### src/lses_pkg.sv
// Package for the LED strip effect sequencer: types, codes, colors and the color wheel.
package lses_pkg;

    // Sequencer states
    typedef enum logic [1:0] {
        ST_IDLE,
        ST_STEP,
        ST_SWEEP
    } lses_state_t;

    // Effect codes
    localparam logic [3:0] EFF_BLACK          = 4'd0;
    localparam logic [3:0] EFF_BLINK_WHITE    = 4'd1;
    localparam logic [3:0] EFF_BLINK_RED      = 4'd2;
    localparam logic [3:0] EFF_BLINK_GREEN    = 4'd3;
    localparam logic [3:0] EFF_BLINK_BLUE     = 4'd4;
    localparam logic [3:0] EFF_BLINK_YELLOW   = 4'd5;
    localparam logic [3:0] EFF_HORIZONTAL     = 4'd6;
    localparam logic [3:0] EFF_SNAKE          = 4'd7;
    localparam logic [3:0] EFF_RAINBOW        = 4'd8;
    localparam logic [3:0] EFF_RAINBOW_CYCLE  = 4'd9;
    localparam logic [3:0] EFF_CHASE          = 4'd10;
    localparam logic [3:0] EFF_CHASE_RAINBOW  = 4'd11;

    // Configuration register indexes
    localparam logic [0:0] REG_EFFECT_SELECT  = 1'd0;
    localparam logic [0:0] REG_PANEL_ON       = 1'd1;

    localparam int COLOR_W = 24;
    typedef logic [COLOR_W-1:0] color_t;   // {red, green, blue}

    localparam color_t COLOR_BLACK  = 24'h000000;
    localparam color_t COLOR_WHITE  = 24'hFFFFFF;
    localparam color_t COLOR_RED    = 24'hFF0000;
    localparam color_t COLOR_GREEN  = 24'h00FF00;
    localparam color_t COLOR_BLUE   = 24'h0000FF;
    localparam color_t COLOR_YELLOW = 24'hFFFF00;

    localparam logic [13:0] MS_MAX = 14'h3FFF;

    // Color wheel: red -> green -> blue -> red over 256 positions
    function automatic color_t wheel(input logic [7:0] pos);
        logic [7:0] p;
        logic [7:0] d;
        logic [7:0] up;
        logic [7:0] down;
        color_t     c;
        p = ~pos;
        if (p < 8'd85) begin
            d = p;
        end else if (p < 8'd170) begin
            d = p - 8'd85;
        end else begin
            d = p - 8'd170;
        end
        up   = 8'(10'(d) * 10'd3);
        down = 8'd255 - up;
        if (p < 8'd85) begin
            c = {down, 8'd0, up};
        end else if (p < 8'd170) begin
            c = {8'd0, up, down};
        end else begin
            c = {up, down, 8'd0};
        end
        return c;
    endfunction

    // Blink colors by effect code
    function automatic color_t blink_color(input logic [3:0] code);
        color_t c;
        case (code)
            EFF_BLINK_WHITE:  c = COLOR_WHITE;
            EFF_BLINK_RED:    c = COLOR_RED;
            EFF_BLINK_GREEN:  c = COLOR_GREEN;
            EFF_BLINK_BLUE:   c = COLOR_BLUE;
            EFF_BLINK_YELLOW: c = COLOR_YELLOW;
            default:          c = COLOR_BLACK;
        endcase
        return c;
    endfunction

endpackage

### src/led_strip_effect_sequencer.sv
// LED strip effect sequencer: step timer, per-pixel renderer and frame output stream.
//
// Input stream (s_*): one transfer carries ms_elapsed, milliseconds of time.
// The milliseconds accumulate (saturating at 16383); when the sum exceeds the
// step period of the current effect the step counter advances and a frame of
// NUM_PIXELS pixels is rendered and streamed out on m_*, pixel 0 first, with
// m_tlast on the last pixel. A transfer that does not cross the period gives
// no output.
// A stepping transfer first passes through the step update; then, while the
// receiver keeps up, one pixel per cycle goes through the shared renderer and
// the frame store port. m_tvalid rises for the first pixel after the step
// state, the first sweep fire and the render register; s_tready returns
// once the last pixel has been issued into the two-stage output path.
// m_tready low stalls the sweep in place; nothing is dropped.
// Configuration: cfg_wr_en with cfg_index 0 writes effect_select (clears the
// step counter, loads limit and period for the defined effect codes), index 1
// writes panel_on. Write only while the block is idle and the output stream is drained.
// Reset (aresetn low, synchronous): effect 1, panel off, step limit 1, period
// 10 ms, all pixels black (per-pixel valid bits, no clearing pass).
module led_strip_effect_sequencer
    import lses_pkg::*;
#(
    parameter int NUM_PIXELS = 32
) (
    input  logic        aclk,
    input  logic        aresetn,
    // input stream
    input  logic        s_tvalid,
    output logic        s_tready,
    input  logic [7:0]  s_tdata,      // [7:0] ms_elapsed
    // result stream
    output logic        m_tvalid,
    input  logic        m_tready,
    output logic [31:0] m_tdata,      // [5:0] pixel_index, [13:6] red, [21:14] green,
                                      // [29:22] blue, [31:30] zero
    output logic        m_tlast,      // last_pixel
    // configuration
    input  logic        cfg_wr_en,
    input  logic [0:0]  cfg_index,
    input  logic [3:0]  cfg_wr_data
);

    localparam int IDX_W    = $clog2(NUM_PIXELS);
    localparam int REM_W    = IDX_W + 1;
    localparam int QSTEP    = 256 / NUM_PIXELS;
    localparam int RSTEP    = 256 % NUM_PIXELS;
    localparam int LAST_IDX = NUM_PIXELS - 1;

    // control state
    lses_state_t  state_reg, state_next;
    logic [13:0]  ms_reg, ms_next;
    logic [9:0]   cnt_reg, cnt_next;
    logic [1:0]   smod3_reg, smod3_next;     // step count mod 3
    logic [9:0]   limit_reg, limit_next;
    logic [13:0]  period_reg, period_next;
    logic [3:0]   effect_reg, effect_next;
    logic         panel_reg, panel_next;

    // sweep counters
    logic [IDX_W-1:0] p_reg, p_next;
    logic [1:0]       pm3_reg, pm3_next;     // pixel index mod 3
    logic [7:0]       pq_reg, pq_next;       // pixel * 256 / NUM_PIXELS
    logic [REM_W-1:0] rem_reg, rem_next;

    // render stage and output register
    logic             b_valid_reg;
    logic [IDX_W-1:0] b_idx_reg;
    logic             b_write_reg;
    color_t           b_color_reg;
    logic             b_last_reg;
    logic             m_tvalid_reg;
    logic [IDX_W-1:0] m_idx_reg;
    color_t           m_color_reg;
    logic             m_last_reg;
    logic [NUM_PIXELS-1:0] valid_reg;

    logic [14:0]  ms_sum;
    logic [13:0]  ms_sat;
    logic         step_hit;
    logic [9:0]   cnt_inc;
    logic [REM_W:0] rem_sum;
    logic         out_free;
    logic         a_fire;
    logic         b_move;
    logic         p_last;
    logic [1:0]   rmod3;
    logic [8:0]   chase_sum;
    logic [7:0]   chase_pos;
    logic [7:0]   wheel_pos;
    color_t       wheel_rgb;
    logic         a_write;
    color_t       a_color;
    color_t       ram_rd_data;
    color_t       b_pixel;

    // handshake helpers
    assign out_free = !m_tvalid_reg || m_tready;
    assign a_fire   = (state_reg == ST_SWEEP) && (!b_valid_reg || out_free);
    assign b_move   = b_valid_reg && out_free;
    assign p_last   = (p_reg == IDX_W'(LAST_IDX));
    assign s_tready = (state_reg == ST_IDLE);

    // elapsed time accumulation
    assign ms_sum   = 15'(ms_reg) + 15'(s_tdata);
    assign ms_sat   = ms_sum[14] ? MS_MAX : ms_sum[13:0];
    assign step_hit = (ms_sat > period_reg);
    assign cnt_inc  = cnt_reg + 10'd1;
    assign rem_sum  = (REM_W+1)'(rem_reg) + (REM_W+1)'(RSTEP);

    // sequencer and register writes
    always_comb begin
        state_next  = state_reg;
        ms_next     = ms_reg;
        cnt_next    = cnt_reg;
        smod3_next  = smod3_reg;
        limit_next  = limit_reg;
        period_next = period_reg;
        effect_next = effect_reg;
        panel_next  = panel_reg;
        p_next      = p_reg;
        pm3_next    = pm3_reg;
        pq_next     = pq_reg;
        rem_next    = rem_reg;

        unique case (state_reg)
            ST_IDLE: begin
                if (s_tvalid) begin
                    if (step_hit) begin
                        ms_next    = '0;
                        state_next = ST_STEP;
                    end else begin
                        ms_next = ms_sat;
                    end
                end
            end
            ST_STEP: begin
                if (cnt_inc >= limit_reg || cnt_inc == 10'd0) begin
                    cnt_next   = '0;
                    smod3_next = 2'd0;
                end else begin
                    cnt_next   = cnt_inc;
                    smod3_next = (smod3_reg == 2'd2) ? 2'd0 : smod3_reg + 2'd1;
                end
                p_next     = '0;
                pm3_next   = 2'd0;
                pq_next    = 8'd0;
                rem_next   = '0;
                state_next = ST_SWEEP;
            end
            ST_SWEEP: begin
                if (a_fire) begin
                    p_next   = p_reg + IDX_W'(1);
                    pm3_next = (pm3_reg == 2'd2) ? 2'd0 : pm3_reg + 2'd1;
                    if (rem_sum >= (REM_W+1)'(NUM_PIXELS)) begin
                        rem_next = REM_W'(rem_sum - (REM_W+1)'(NUM_PIXELS));
                        pq_next  = pq_reg + 8'(QSTEP) + 8'd1;
                    end else begin
                        rem_next = REM_W'(rem_sum);
                        pq_next  = pq_reg + 8'(QSTEP);
                    end
                    if (p_last) begin
                        state_next = ST_IDLE;
                    end
                end
            end
            default: state_next = ST_IDLE;
        endcase

        // configuration writes
        if (cfg_wr_en) begin
            unique case (cfg_index)
                REG_EFFECT_SELECT: begin
                    effect_next = cfg_wr_data;
                    cnt_next    = '0;
                    smod3_next  = 2'd0;
                    unique case (cfg_wr_data) inside
                        EFF_BLACK: begin
                            limit_next = 10'd1;   period_next = 14'd10000;
                        end
                        [EFF_BLINK_WHITE:EFF_BLINK_YELLOW]: begin
                            limit_next = 10'd12;  period_next = 14'd4;
                        end
                        EFF_HORIZONTAL: begin
                            limit_next = 10'd5;   period_next = 14'd200;
                        end
                        EFF_SNAKE: begin
                            limit_next = 10'(NUM_PIXELS); period_next = 14'd100;
                        end
                        EFF_RAINBOW, EFF_RAINBOW_CYCLE: begin
                            limit_next = 10'd256; period_next = 14'd10;
                        end
                        EFF_CHASE: begin
                            limit_next = 10'd3;   period_next = 14'd100;
                        end
                        EFF_CHASE_RAINBOW: begin
                            limit_next = 10'd768; period_next = 14'd80;
                        end
                        default: ;               // unused codes keep limit and period
                    endcase
                end
                REG_PANEL_ON: panel_next = cfg_wr_data[0];
            endcase
        end
    end

    // shared color unit: wheel position select
    assign rmod3     = (smod3_reg == 2'd2) ? 2'd0 : smod3_reg + 2'd1;
    assign chase_sum = 9'(p_reg) - 9'(smod3_reg) + 9'(cnt_reg[7:0]);
    assign chase_pos = (chase_sum >= 9'd255) ? 8'(chase_sum - 9'd255) : chase_sum[7:0];

    always_comb begin
        case (effect_reg)
            EFF_RAINBOW:       wheel_pos = 8'(p_reg) + cnt_reg[7:0];
            EFF_RAINBOW_CYCLE: wheel_pos = pq_reg + cnt_reg[7:0];
            default:           wheel_pos = chase_pos;
        endcase
    end

    assign wheel_rgb = wheel(wheel_pos);

    // per-pixel render decision
    always_comb begin
        a_write = 1'b1;
        a_color = COLOR_BLACK;
        if (panel_reg) begin
            unique case (effect_reg) inside
                EFF_BLACK: a_color = COLOR_BLACK;
                [EFF_BLINK_WHITE:EFF_BLINK_YELLOW]:
                    a_color = (cnt_reg == 10'd0) ? blink_color(effect_reg) : COLOR_BLACK;
                EFF_HORIZONTAL:
                    a_color = (10'(p_reg >> 2) == cnt_reg) ? COLOR_WHITE : COLOR_BLACK;
                EFF_SNAKE:
                    a_color = (10'(p_reg) == cnt_reg) ? COLOR_WHITE : COLOR_BLACK;
                EFF_RAINBOW, EFF_RAINBOW_CYCLE:
                    a_color = wheel_rgb;
                EFF_CHASE: begin
                    if (pm3_reg == rmod3) begin
                        a_color = COLOR_BLACK;
                    end else if (pm3_reg == smod3_reg) begin
                        a_color = COLOR_WHITE;
                    end else begin
                        a_write = 1'b0;
                    end
                end
                EFF_CHASE_RAINBOW: begin
                    if (pm3_reg == rmod3) begin
                        a_color = COLOR_BLACK;
                    end else if (pm3_reg == smod3_reg) begin
                        a_color = wheel_rgb;
                    end else begin
                        a_write = 1'b0;
                    end
                end
                default: a_write = 1'b0;   // unused code: frame unchanged
            endcase
        end
    end

    // frame store
    lses_ram #(
        .WIDTH(COLOR_W),
        .DEPTH(NUM_PIXELS)
    ) u_frame_ram (
        .aclk    (aclk),
        .wr_en   (b_move && b_write_reg),
        .wr_addr (b_idx_reg),
        .wr_data (b_color_reg),
        .rd_en   (a_fire),
        .rd_addr (p_reg),
        .rd_data (ram_rd_data)
    );

    // new color, stored color, or black for a never-written pixel
    assign b_pixel = b_write_reg ? b_color_reg :
                     (valid_reg[b_idx_reg] ? ram_rd_data : COLOR_BLACK);

    // control registers
    always_ff @(posedge aclk) begin
        if (!aresetn) begin
            state_reg    <= ST_IDLE;
            ms_reg       <= '0;
            cnt_reg      <= '0;
            smod3_reg    <= 2'd0;
            limit_reg    <= 10'd1;
            period_reg   <= 14'd10;
            effect_reg   <= EFF_BLINK_WHITE;
            panel_reg    <= 1'b0;
            b_valid_reg  <= 1'b0;
            m_tvalid_reg <= 1'b0;
            valid_reg    <= '0;
        end else begin
            state_reg  <= state_next;
            ms_reg     <= ms_next;
            cnt_reg    <= cnt_next;
            smod3_reg  <= smod3_next;
            limit_reg  <= limit_next;
            period_reg <= period_next;
            effect_reg <= effect_next;
            panel_reg  <= panel_next;
            if (a_fire) begin
                b_valid_reg <= 1'b1;
            end else if (b_move) begin
                b_valid_reg <= 1'b0;
            end
            if (b_move) begin
                m_tvalid_reg <= 1'b1;
            end else if (m_tready) begin
                m_tvalid_reg <= 1'b0;
            end
            if (b_move && b_write_reg) begin
                valid_reg[b_idx_reg] <= 1'b1;
            end
        end
    end

    // sweep counters and payload registers
    always_ff @(posedge aclk) begin
        p_reg   <= p_next;
        pm3_reg <= pm3_next;
        pq_reg  <= pq_next;
        rem_reg <= rem_next;
        if (a_fire) begin
            b_idx_reg   <= p_reg;
            b_write_reg <= a_write;
            b_color_reg <= a_color;
            b_last_reg  <= p_last;
        end
        if (b_move) begin
            m_idx_reg   <= b_idx_reg;
            m_color_reg <= b_pixel;
            m_last_reg  <= b_last_reg;
        end
    end

    assign m_tvalid = m_tvalid_reg;
    assign m_tlast  = m_last_reg;
    assign m_tdata  = {2'b00, m_color_reg[7:0], m_color_reg[15:8], m_color_reg[23:16],
                       6'(m_idx_reg)};

`ifndef SYNTHESIS
    // step counter stays below its limit unless parked at zero
    assert property (@(posedge aclk) disable iff (!aresetn)
        (cnt_reg == 10'd0) || (cnt_reg < limit_reg))
        else $error("step counter at or past limit");

    // mod-3 trackers stay in range; the pixel one is loaded on each step
    assert property (@(posedge aclk) disable iff (!aresetn)
        (smod3_reg != 2'd3) && ((state_reg != ST_SWEEP) || (pm3_reg != 2'd3)))
        else $error("mod-3 tracker out of range");

    // frame end marker only on the last pixel
    assert property (@(posedge aclk) disable iff (!aresetn)
        (m_tvalid_reg && m_last_reg) |-> (m_idx_reg == IDX_W'(LAST_IDX)))
        else $error("tlast on wrong pixel");

    // a transfer that crosses the period starts a step
    assert property (@(posedge aclk) disable iff (!aresetn)
        (s_tvalid && s_tready && step_hit && !cfg_wr_en) |=> (state_reg == ST_STEP))
        else $error("step not started");
`endif

endmodule

### src/lses_ram.sv
// Generic single-write, single-read RAM with registered read data.
module lses_ram #(
    parameter int WIDTH = 24,
    parameter int DEPTH = 32
) (
    input  logic                     aclk,
    input  logic                     wr_en,
    input  logic [$clog2(DEPTH)-1:0] wr_addr,
    input  logic [WIDTH-1:0]         wr_data,
    input  logic                     rd_en,
    input  logic [$clog2(DEPTH)-1:0] rd_addr,
    output logic [WIDTH-1:0]         rd_data
);

    logic [WIDTH-1:0] mem_reg [DEPTH];
    logic [WIDTH-1:0] rd_data_reg;

    // write port
    always_ff @(posedge aclk) begin
        if (wr_en) begin
            mem_reg[wr_addr] <= wr_data;
        end
    end

    // read port, holds while rd_en is low
    always_ff @(posedge aclk) begin
        if (rd_en) begin
            rd_data_reg <= mem_reg[rd_addr];
        end
    end

    assign rd_data = rd_data_reg;

endmodule
### config.mk
export PLATFORM = sky130hd
export DESIGN_NAME = led_strip_effect_sequencer
export DESIGN_NICKNAME = d
export VERILOG_FILES = /design/src/lses_pkg.sv /design/src/led_strip_effect_sequencer.sv /design/src/lses_ram.sv
export SDC_FILE = /design/constraint.sdc
export NUM_CORES = 1
export LEC_CHECK = 0
export ABC_AREA = 1
export BUFFER_PORTS_ARGS = -buffer_cell sky130_fd_sc_hd__buf_2
export CAP_MARGIN = 20
export CORE_MARGIN = 1
export CORE_UTILIZATION = 55
export CTS_CLUSTER_DIAMETER = 60
export DETAILED_ROUTE_END_ITERATION = 10
export GPL_ROUTABILITY_DRIVEN = 1
export PLACE_DENSITY = 0.71
export SYNTH_ARGS = -nofsm -noshare
export SYNTH_HDL_FRONTEND = slang
export SYNTH_HIERARCHICAL = 1
export SYNTH_SLANG_ARGS = --single-unit
### constraint.sdc
create_clock -name aclk -period 10.2 [get_ports aclk]
set_input_delay 1.53 -clock aclk [delete_from_list [all_inputs] [get_ports aclk]]
set_output_delay 1.53 -clock aclk [all_outputs]
set_load 0.02 [all_outputs]
# --- Yosys cells after proc, flatten, opt, wreduce, memory -nomap -nowiden ---
# Memories as Yosys holds them, arrays and structs flattened. A register that Yosys moved wholly into a read port is not among the register bits.
# Index checks and enable logic that the tools add are counted.
totals:
  mem_count: 1
  reg_bits: 173
  out_inout_bits: 35
  ramBits: 768
op_classes:
  n_mul: 1
  eq_ne: 31
  bitwise_logic: 3
  n_lt_le_gt_ge: 12
  muxes: 59
  add_sub_neg: 16
  n_reduce_logical: 34
mem_list:
  columns: ["memory", "words", "word_bits", "rd", "rd_ports_with_merged_regs", "wr", "line_no", "text"]
  rows:
  - ["u_frame_ram.mem_reg", 32, 24, 1, 1, 1, "lses_ram.sv:15", "logic [WIDTH-1:0] mem_reg [DEPTH];"]
ops:
  columns: ["op", "n"]
  rows:
  - ["24-bit 2-to-1 mux", 11]
  - ["24-bit case mux with 6 select lines", 1]
  - ["24-bit case mux with 5 select lines", 1]
  - ["14-bit case mux with 6 select lines", 1]
  - ["10-bit case mux with 7 select lines", 1]
  - ["10-bit 2-to-1 mux", 4]
  - ["8-bit 2-to-1 mux", 5]
  - ["4-bit equality test, second input constant", 8]
  - ["32-bit bitwise OR", 1]
  - ["8-bit case mux with 2 select lines", 2]
  - ["14-bit 2-to-1 mux", 2]
  - ["4-bit by 3-bit equality test with 1-bit output, second input constant", 6]
  - ["2-bit 2-to-1 mux", 11]
  - ["10-bit logical NOT", 2]
  - ["8-bit subtractor, second input constant", 2]
  - ["14-bit by 8-bit adder with 15-bit output", 1]
  - ["14-bit greater-than comparator", 1]
  - ["6-bit 2-to-1 mux", 2]
  - ["6-bit case mux with 2 select lines", 1]
  - ["10-bit by 1-bit adder with 10-bit output, second input constant", 1]
  - ["3-bit by 10-bit equality test with 1-bit output", 1]
  - ["5-bit by 10-bit equality test with 1-bit output", 1]
  - ["10-bit >= comparator", 1]
  - ["1-bit 2-to-1 mux", 10]
  - ["other kinds (50)", 79]

# --- Logic depth before layout (Yosys ltp) ---
# Gate-level depths: netlist (run 1).
logic_depth:
  depth_word: 16
  ltp_mapped: 51
  ltp_nobuf: 50

# --- Hierarchy ---
# The synthesis (run 1) kept the hierarchy.
by_module_without_submodules:
  columns: ["mod", "cells_per_inst", "seq_area_each_um2", "instances", "area_each_um2"]
  rows:
  - ["lses_ram", 2665, 23782.8, 1, 32000.7]
  - ["led_strip_effect_sequencer", 1351, 3953.8, 1, 10124.7]

# --- Worst setup path before layout (run 1) ---
# Ideal clock, no wire load.
synth_timing:
  kind: "register -> register"
  start: "reg p_reg[0]"
  end: "reg b_color_reg[7] (data pin)"
  path_slack_ns: 4.355
  t_arrival_ns: 5.579
  stages_incl_launch_ff: 50
  path_cell_list: "edfxtp_1 > inv_1 > ha_1 > inv_1 > fa_1 > nor3_1 > xor2_1 > ha_1 > nand2_1 > nand2_1 > a21oi_1 > nand2_1 > nand2_1 > nand2_1 > nor2_2 > nand2_4 > nand2_8 > nand2_1 > [14 not listed] > o21ai_0 > o21ai_0 > ha_1 > a21oi_1 > nand2_1 > a21oi_1 > inv_1 > a21oi_1 > nand3b_1 > nand2_1 > inv_1 > nand2_2 > nand2_2 > nand2_2 > nand2_1 > nor2_1 > nor2_1 > nor2_1"
synth_via:
  elab_chain_cells: 16
synth_lines:
  columns: ["item", "line_no", "text"]
  rows:
  - ["start, declared", "led_strip_effect_sequencer.sv:60", "logic [IDX_W-1:0] p_reg, p_next;"]
  - ["start signal, assigned", "led_strip_effect_sequencer.sv:318", "p_reg <= p_next;"]
  - ["5-bit by 2-bit subtractor with 6-bit output", "led_strip_effect_sequencer.sv:208", "assign chase_sum = 9'(p_reg) - 9'(smod3_reg) + 9'(cnt_reg[7:0]);"]
  - ["9-bit by 8-bit adder with 9-bit output", "led_strip_effect_sequencer.sv:208", null]
  - ["8-bit subtractor or 9-bit by 8-bit >= comparator with 1-bit output (tied branches)", "led_strip_effect_sequencer.sv:209", "assign chase_pos = (chase_sum >= 9'd255) ? 8'(chase_sum - 9'd255) : chase_sum[7:0];"]
  - ["8-bit 2-to-1 mux", "led_strip_effect_sequencer.sv:209", null]
  - ["8-bit case mux with 2 select lines", "led_strip_effect_sequencer.sv:212", "case (effect_reg)"]
  - ["8-bit inverter", "lses_pkg.sv:48", "p = ~pos;"]
  - ["8-bit subtractor, or another cell as far along", "lses_pkg.sv:54", "d = p - 8'd170;"]
  - ["8-bit 2-to-1 mux", "lses_pkg.sv:51", "end else if (p < 8'd170) begin"]
  - ["8-bit 2-to-1 mux", "lses_pkg.sv:49", "if (p < 8'd85) begin"]
  - ["8-bit by 2-bit multiplier with 8-bit output", "lses_pkg.sv:56", "up = 8'(10'(d) * 10'd3);"]
  - ["8-bit subtractor", "lses_pkg.sv:57", "down = 8'd255 - up;"]
  - ["24-bit 2-to-1 mux", "lses_pkg.sv:60", "end else if (p < 8'd170) begin"]
  - ["24-bit 2-to-1 mux", "lses_pkg.sv:58", "if (p < 8'd85) begin"]
  - ["24-bit 2-to-1 mux", "led_strip_effect_sequencer.sv:248", "end else if (pm3_reg == smod3_reg) begin"]
  - ["24-bit 2-to-1 mux", "led_strip_effect_sequencer.sv:246", "if (pm3_reg == rmod3) begin"]
  - ["24-bit case mux with 6 select lines (*)", "led_strip_effect_sequencer.sv:226", "unique case (effect_reg) inside"]
  - ["end signal, assigned", "led_strip_effect_sequencer.sv:325", "b_color_reg <= a_color;"]
  - ["end, declared", "led_strip_effect_sequencer.sv:69", "color_t b_color_reg;"]
# Mark *: on every way between the ends. The rest lies on a longest branch, timed or not.
# A chain may end at the register's enable or synchronous reset.

# --- Worst setup path in the final report (run 1) ---
layout_timing:
  start: "reg p_reg[1]"
  end: "reg b_color_reg[7] (data pin)"
# Same word-level chain as after synthesis.

==> results of run 1 <==
-- worst max-delay path by stage --
stage,endpoint,cells after the start
2_1_floorplan,b_color_reg[7],49
3_3_place_gp,b_color_reg[15],41
3_5_place_dp,b_color_reg[15],44
4_1_cts,b_color_reg[15],44
5_1_grt,b_color_reg[15],44
6_report,b_color_reg[7],45
-- worst max-delay path, delay by kind of cell (launching register included) --
kind	cells	cell delay [ns]
compound gates	4	0.57
buf+inv	7	1.07
fa+ha+maj	5	1.72
flops	1	0.37
simple gates	28	2.42
xor+xnor	1	0.35
-- logic make-up after synthesis --
group                    Yosys count  synth area share, %
AO/OA/AOI/OAI                    229                 2.98
XOR/XNOR                          34                0.707
adder cells (fa/ha/maj)           65                 2.02
buffers and inverters            391                 4.62
flip-flops                       951                 65.8
other                              1              0.00890
AND/OR/NAND/NOR                 2345                 23.8
-- power groups by stage --
stage	logic (mW)	registers [mW]	clock network, mW
2_1_floorplan	1.73	4.59	0
3_3_place_gp	2.27	4.62	0
3_5_place_dp	2.29	4.62	0
4_1_cts	2.31	4.54	3.49
5_1_grt	2.66	4.51	3.64
6_report	2.40	4.50	3.46
-- stage by stage --
stage                     worst slack, ns  instances  area [sq um]  total power, mW
final                                3.45       5102         46400             10.4
after global routing                 2.70       5102         46400             10.8
after CTS                            3.43       5090         46100             10.3
after detailed placement             3.43       4911         43000             6.91
after global placement               3.54       4911         43000             6.89
after floorplan                      4.35       4018         42100             6.32
-- placed cells by master, fill, tap and decap left out, types with 24 or more instances in the layout --
master / count
o21ai_0: 39
nor2_1: 102
nor3_1: 24
a21oi_1: 142
clkbuf_16: 99
nand2_2: 28
ha_1: 60
buf_4: 63
inv_1: 178
dfxtp_1: 82
buf_2: 49
edfxtp_1: 869
xor2_1: 25
nor2_2: 40
nand3_1: 703
nand2_1: 1395
-- layer usage --
layer  up-vias  global-route usage, %
met3       180                   4.75
met1     14054                   37.5
met5         -                      0
li1      13820                      -
met4         2                   8.69
met2      1259                   42.4
-- final cells by class --
| cell class | instances | area share, % |
|---|---|---|
| repair buffers | 125 | 2.30 |
| multi-input cells | 2676 | 27.0 |
| inverters | 193 | 1.60 |
| clock buffers | 122 | 5.59 |
| flip-flops and latches | 951 | 59.8 |
| clock inverters | 57 | 1.12 |
| well taps | 978 | 2.64 |
==> results.json, run 1 <==
{
  "status": "complete, no violations",
  "min_from": "b_last_reg",
  "async_reset_ff_share_pct": 0,
  "io_buffers": 49,
  "holdPathStages": 0,
  "syn_inst": 4016,
  "r2r_slack_ns": 3.45,
  "drive_gt1_share_pct": 9.12,
  "antenna_left": 0,
  "finalHoldViolCount": 0,
  "fin_crit_sh_pct": 66.1,
  "setup.worst_path.start_class": "flop",
  "p_comb_share_pct": 23.2,
  "wl_met1_mm": 42.9,
  "fp.dieW_um": 279,
  "maxCapViolations": 0,
  "start_util_pct": 55.6,
  "rsz0062_at_grt": "false",
  "post-cts-setup-buffer-count": 0,
  "first_global_vias": 27586,
  "yosys.area.top_type": "edfxtp_1",
  "ys_warn_count": 6,
  "avgSynthCellArea_sq_um": 10.5,
  "clockBufferDepth": 3,
  "dr.pass1.iters": 6,
  "grt_use_total_pct": 26.7,
  "clk_pin_slew_ns": 0.06,
  "drv_slew": 0,
  "clock-sinks": 951,
  "diodes": 0,
  "synthToLayoutAreaGrowth_pct": 10.2,
  "hold_buffers": 0,
  "cp.arrival_ns": 7.14,
  "wl_met3_mm": 9.98,
  "setup_viol": 0,
  "endpoint_kind": "flop",
  "syn_area_sq_um": 42100,
  "crit_type": "reg2reg",
  "yosys.area.top_type_share_pct": 61.9,
  "hold_class": "reg2reg",
  "finalNetCount": 4126,
  "initialDrtViolationCount": 3187,
  "antenna_found_initial": 1,
  "worstSkewPairLatency_ns": 0.67,
  "grt_max_degree": 209,
  "ios": 53,
  "pwr-share-seq_pct": 43.5,
  "p_int_mw": 7.06,
  "hpwl_mm": 59.0,
  "die_area_sq_um": 77700,
  "ff_latch_area_sq_um": 27700,
  "grt_pass1_wl_mm": 159,
  "cts.repair.resized": 0,
  "ys_ff_latch": 951,
  "p_switching_mw": 3.29,
  "grt_overflow": 0,
  "crit_path_max_fanout": 49,
  "multi_input_area_sq_um": 12500,
  "largest_reg_flops": 768,
  "swShare_pct": 31.8,
  "leakage_nw": 17.7,
  "rr_worst_depth": 45,
  "drc": 0,
  "peakVddDrop_uv": 154,
  "htree_levels": 3,
  "reg2reg_to": "b_color_reg[7]",
  "fillers": 6010,
  "place_congestion": 0.869,
  "dr_total_vias": 29315,
  "synth-main-ff-cell": "edfxtp_1",
  "relSlewSlack_pct": 27.2,
  "fin_crit_ns": 6.75,
  "cp_common_cell": "nand2_1",
  "cpPeakStageDelay_ns": 0.60,
  "chipHeight_um": 279,
  "top_layer_used": "met5",
  "fin_setup_tns_ns": 0,
  "ys_top_cells_by_count": "1,395 x nand2_1, 869 x edfxtp_1, 703 x nand3_1",
  "netlist_top_cells_area": "edfxtp_1 62%, nand2_1 12%, nand3_1 8.4%, dfxtp_1 3.9%, ha_1 1.8%",
  "utilization_pct": 61.2,
  "via_per_inst": 5.75,
  "finClkSkew_ns": 0.0317,
  "holdWs_ns": 0.437,
  "powerDensity_nw_per_um2": 223,
  "root_buffer": "clkbuf_16",
  "yosysMostFrequentCell": "nand2_1",
  "routedWlPerCell_um": 20.3,
  "synth_edf_count": 869,
  "r2r_start": "p_reg[1]",
  "row_count": 101,
  "cts_buffers": 96,
  "met2WireLength_mm": 48.2,
  "cts_tree": "done",
  "yosysUniqueCellTypes": 54,
  "fp.coreArea_sq_um": 75800,
  "max_freq_mhz": 148,
  "worst_slew_pin_slew_ns": 1.09,
  "yosysSeqAreaShare_pct": 65.8,
  "clockPowerShare_pct": 33.4,
  "wl_mm": 104,
  "crit_start": "p_reg[1]",
  "slowest_stage": "buf_4",
  "hold-path-endpoint": "m_tlast",
  "critical_path_required_ns": 10.59
}
Power figures use the tool's default switching activity.
==> inputs of run 2 (changes only) <==
==> constraint.sdc (replaced) <==
create_clock -name aclk -period 6.8 [get_ports aclk]
set_input_delay 1.02 -clock aclk [delete_from_list [all_inputs] [get_ports aclk]]
set_output_delay 1.02 -clock aclk [all_outputs]
set_load 0.02 [all_outputs]
==> run 2 against run 1 <==
Compared with the run above:
- utilization hardly changed
- register-to-register slack worse by 2.9 ns
- final area about the same
- highest routed layer is now met4
==> results.json, run 2 (synthesis results as in run 1) <==
{
  "powerDensity_nw_per_um2": 335,
  "grt_overflow": 0,
  "setup_viol": 0,
  "htree_levels": 3,
  "drive_gt1_share_pct": 9.41,
  "p_switching_mw": 4.90,
  "clk_pin_slew_ns": 0.07,
  "peakVddDrop_uv": 217,
  "hold_class": "reg2reg",
  "clockPowerShare_pct": 33.1,
  "fp.dieW_um": 279,
  "wl_mm": 103,
  "grt_use_total_pct": 26.4,
  "finClkSkew_ns": 0.0280,
  "finalHoldViolCount": 0,
  "cts_buffers": 96,
  "grt_max_degree": 227,
  "cp.arrival_ns": 6.69,
  "drv_slew": 0,
  "row_count": 101,
  "crit_type": "reg2reg",
  "chipHeight_um": 279,
  "cp_top_family": "simple AND/OR/NAND/NOR gates",
  "worst_slack_ns": 0.514,
  "largest_reg_flops": 768,
  "leakage_nw": 17.7,
  "die_area_sq_um": 77700,
  "p_comb_share_pct": 23.4,
  "first_global_vias": 27114,
  "endpoint_kind": "flop",
  "worstSkewPairLatency_ns": 0.66,
  "diodes": 0,
  "dr_total_vias": 29303,
  "finalNetCount": 4135,
  "worst_slew_pin_slew_ns": 1.12,
  "mostFrequentLayoutCell": "nand2_1",
  "place_congestion": 0.888,
  "critPathBufInv": 7,
  "synthToLayoutAreaGrowth_pct": 10.3,
  "max_freq_mhz": 159,
  "hold_buffers": 0,
  "cpPeakStageDelay_ns": 0.54,
  "final_cell_mix": "1,391 x nand2_1, 869 x edfxtp_1, 703 x nand3_1",
  "maxCapViolations": 0,
  "routedWlPerCell_um": 20.1,
  "initialDrtViolationCount": 3179,
  "clock-sinks": 951,
  "drc": 0,
  "setup.worst_path.start_class": "flop",
  "status": "complete, no violations",
  "holdWs_ns": 0.426,
  "relSlewSlack_pct": 25.7,
  "ios": 53,
  "fin_crit_ns": 6.29,
  "dr.pass1.iters": 6,
  "critical_path_required_ns": 7.20,
  "antenna_found_initial": 0,
  "slowest_stage": "fa_2",
  "cts_tree": "done",
  "pwr-share-seq_pct": 43.5,
  "root_buffer": "clkbuf_16",
  "fin_crit_sh_pct": 92.4,
  "place_ws_ns": 0.334,
  "r2r_slack_ns": 0.51,
  "antenna_left": 0,
  "fp.coreArea_sq_um": 75800,
  "io_buffers": 49,
  "start_util_pct": 55.6,
  "swShare_pct": 31.5,
  "crit_path_max_fanout": 12,
  "fillers": 5909,
  "grt_pass1_wl_mm": 157,
  "via_per_inst": 5.73,
  "p_int_mw": 10.7,
  "hpwl_mm": 57.9,
  "clockBufferDepth": 3
}
## run 2: worst register-to-register path: cells and delay by family (launching register included)
kind,cells,cell delay [ns]
AOI/OAI and AO/OA,5,0.79
adders and majority gates,6,1.90
buffers and inverters,7,0.70
DFF,1,0.39
and+or+nand+nor,25,2.27
## run 2: final cells by class
cell class	count	area (sq um)	share of cell area (%)
Inverter	193	753	1.62
Tap cell	978	1220	2.63
Clock inverter	57	538	1.16
Clock buffer	123	2520	5.43
Sequential cell	951	27700	59.7
Multi-Input combinational cell	2677	12600	27.1
Timing Repair Buffer	133	1090	2.35
## run 2: path summary, 6_finish.rpt
check | start | endpoint | cells after the start
hold / removal | b_last_reg | m_tlast | 0
setup reg to reg | p_reg[0] | b_color_reg[15] | 43
hold reg to reg | b_last_reg | m_tlast | 0
setup / recovery | p_reg[0] | b_color_reg[15] | 43
## run 2: per-layer routing
| metal | up-vias | wire length [um] | GRT usage (%) |
|---|---|---|---|
| li1 | 13852 | - | - |
| met1 | 13975 | 42500 | 37.2 |
| met2 | 1312 | 47900 | 42.1 |
| met3 | 164 | 9880 | 4.24 |
| met4 | 0 | 2590 | 8.31 |
| met5 | - | 0 | 0 |
## run 2: what timing repair did
action,4_1_cts,5_1_grt
endpoints found under the setup margin,0,6
resized for setup,0,19
setup buffers,0,8
## run 2: metrics by stage
step	cell area, sq um	instances	utilization [%]	total power [mW]	setup TNS, ns
4_1_cts	46100	5094	60.8	15.5	0
2_1_floorplan	42100	4018	-	9.48	0
3_3_place_gp	43000	4912	56.7	10.3	0
3_5_place_dp	43000	4914	56.8	10.4	0
6_report	46400	5112	61.3	15.6	0
5_1_grt	46400	5112	61.3	16.2	-0.0362
## run 2: power groups by stage
stage / sequential [mW] / clock, mW / combinational [mW]
2_1_floorplan: 6.89 / 0 / 2.59
3_3_place_gp: 6.93 / 0 / 3.39
3_5_place_dp: 6.93 / 0 / 3.45
4_1_cts: 6.80 / 5.22 / 3.47
5_1_grt: 6.78 / 5.43 / 4.03
6_report: 6.77 / 5.15 / 3.65
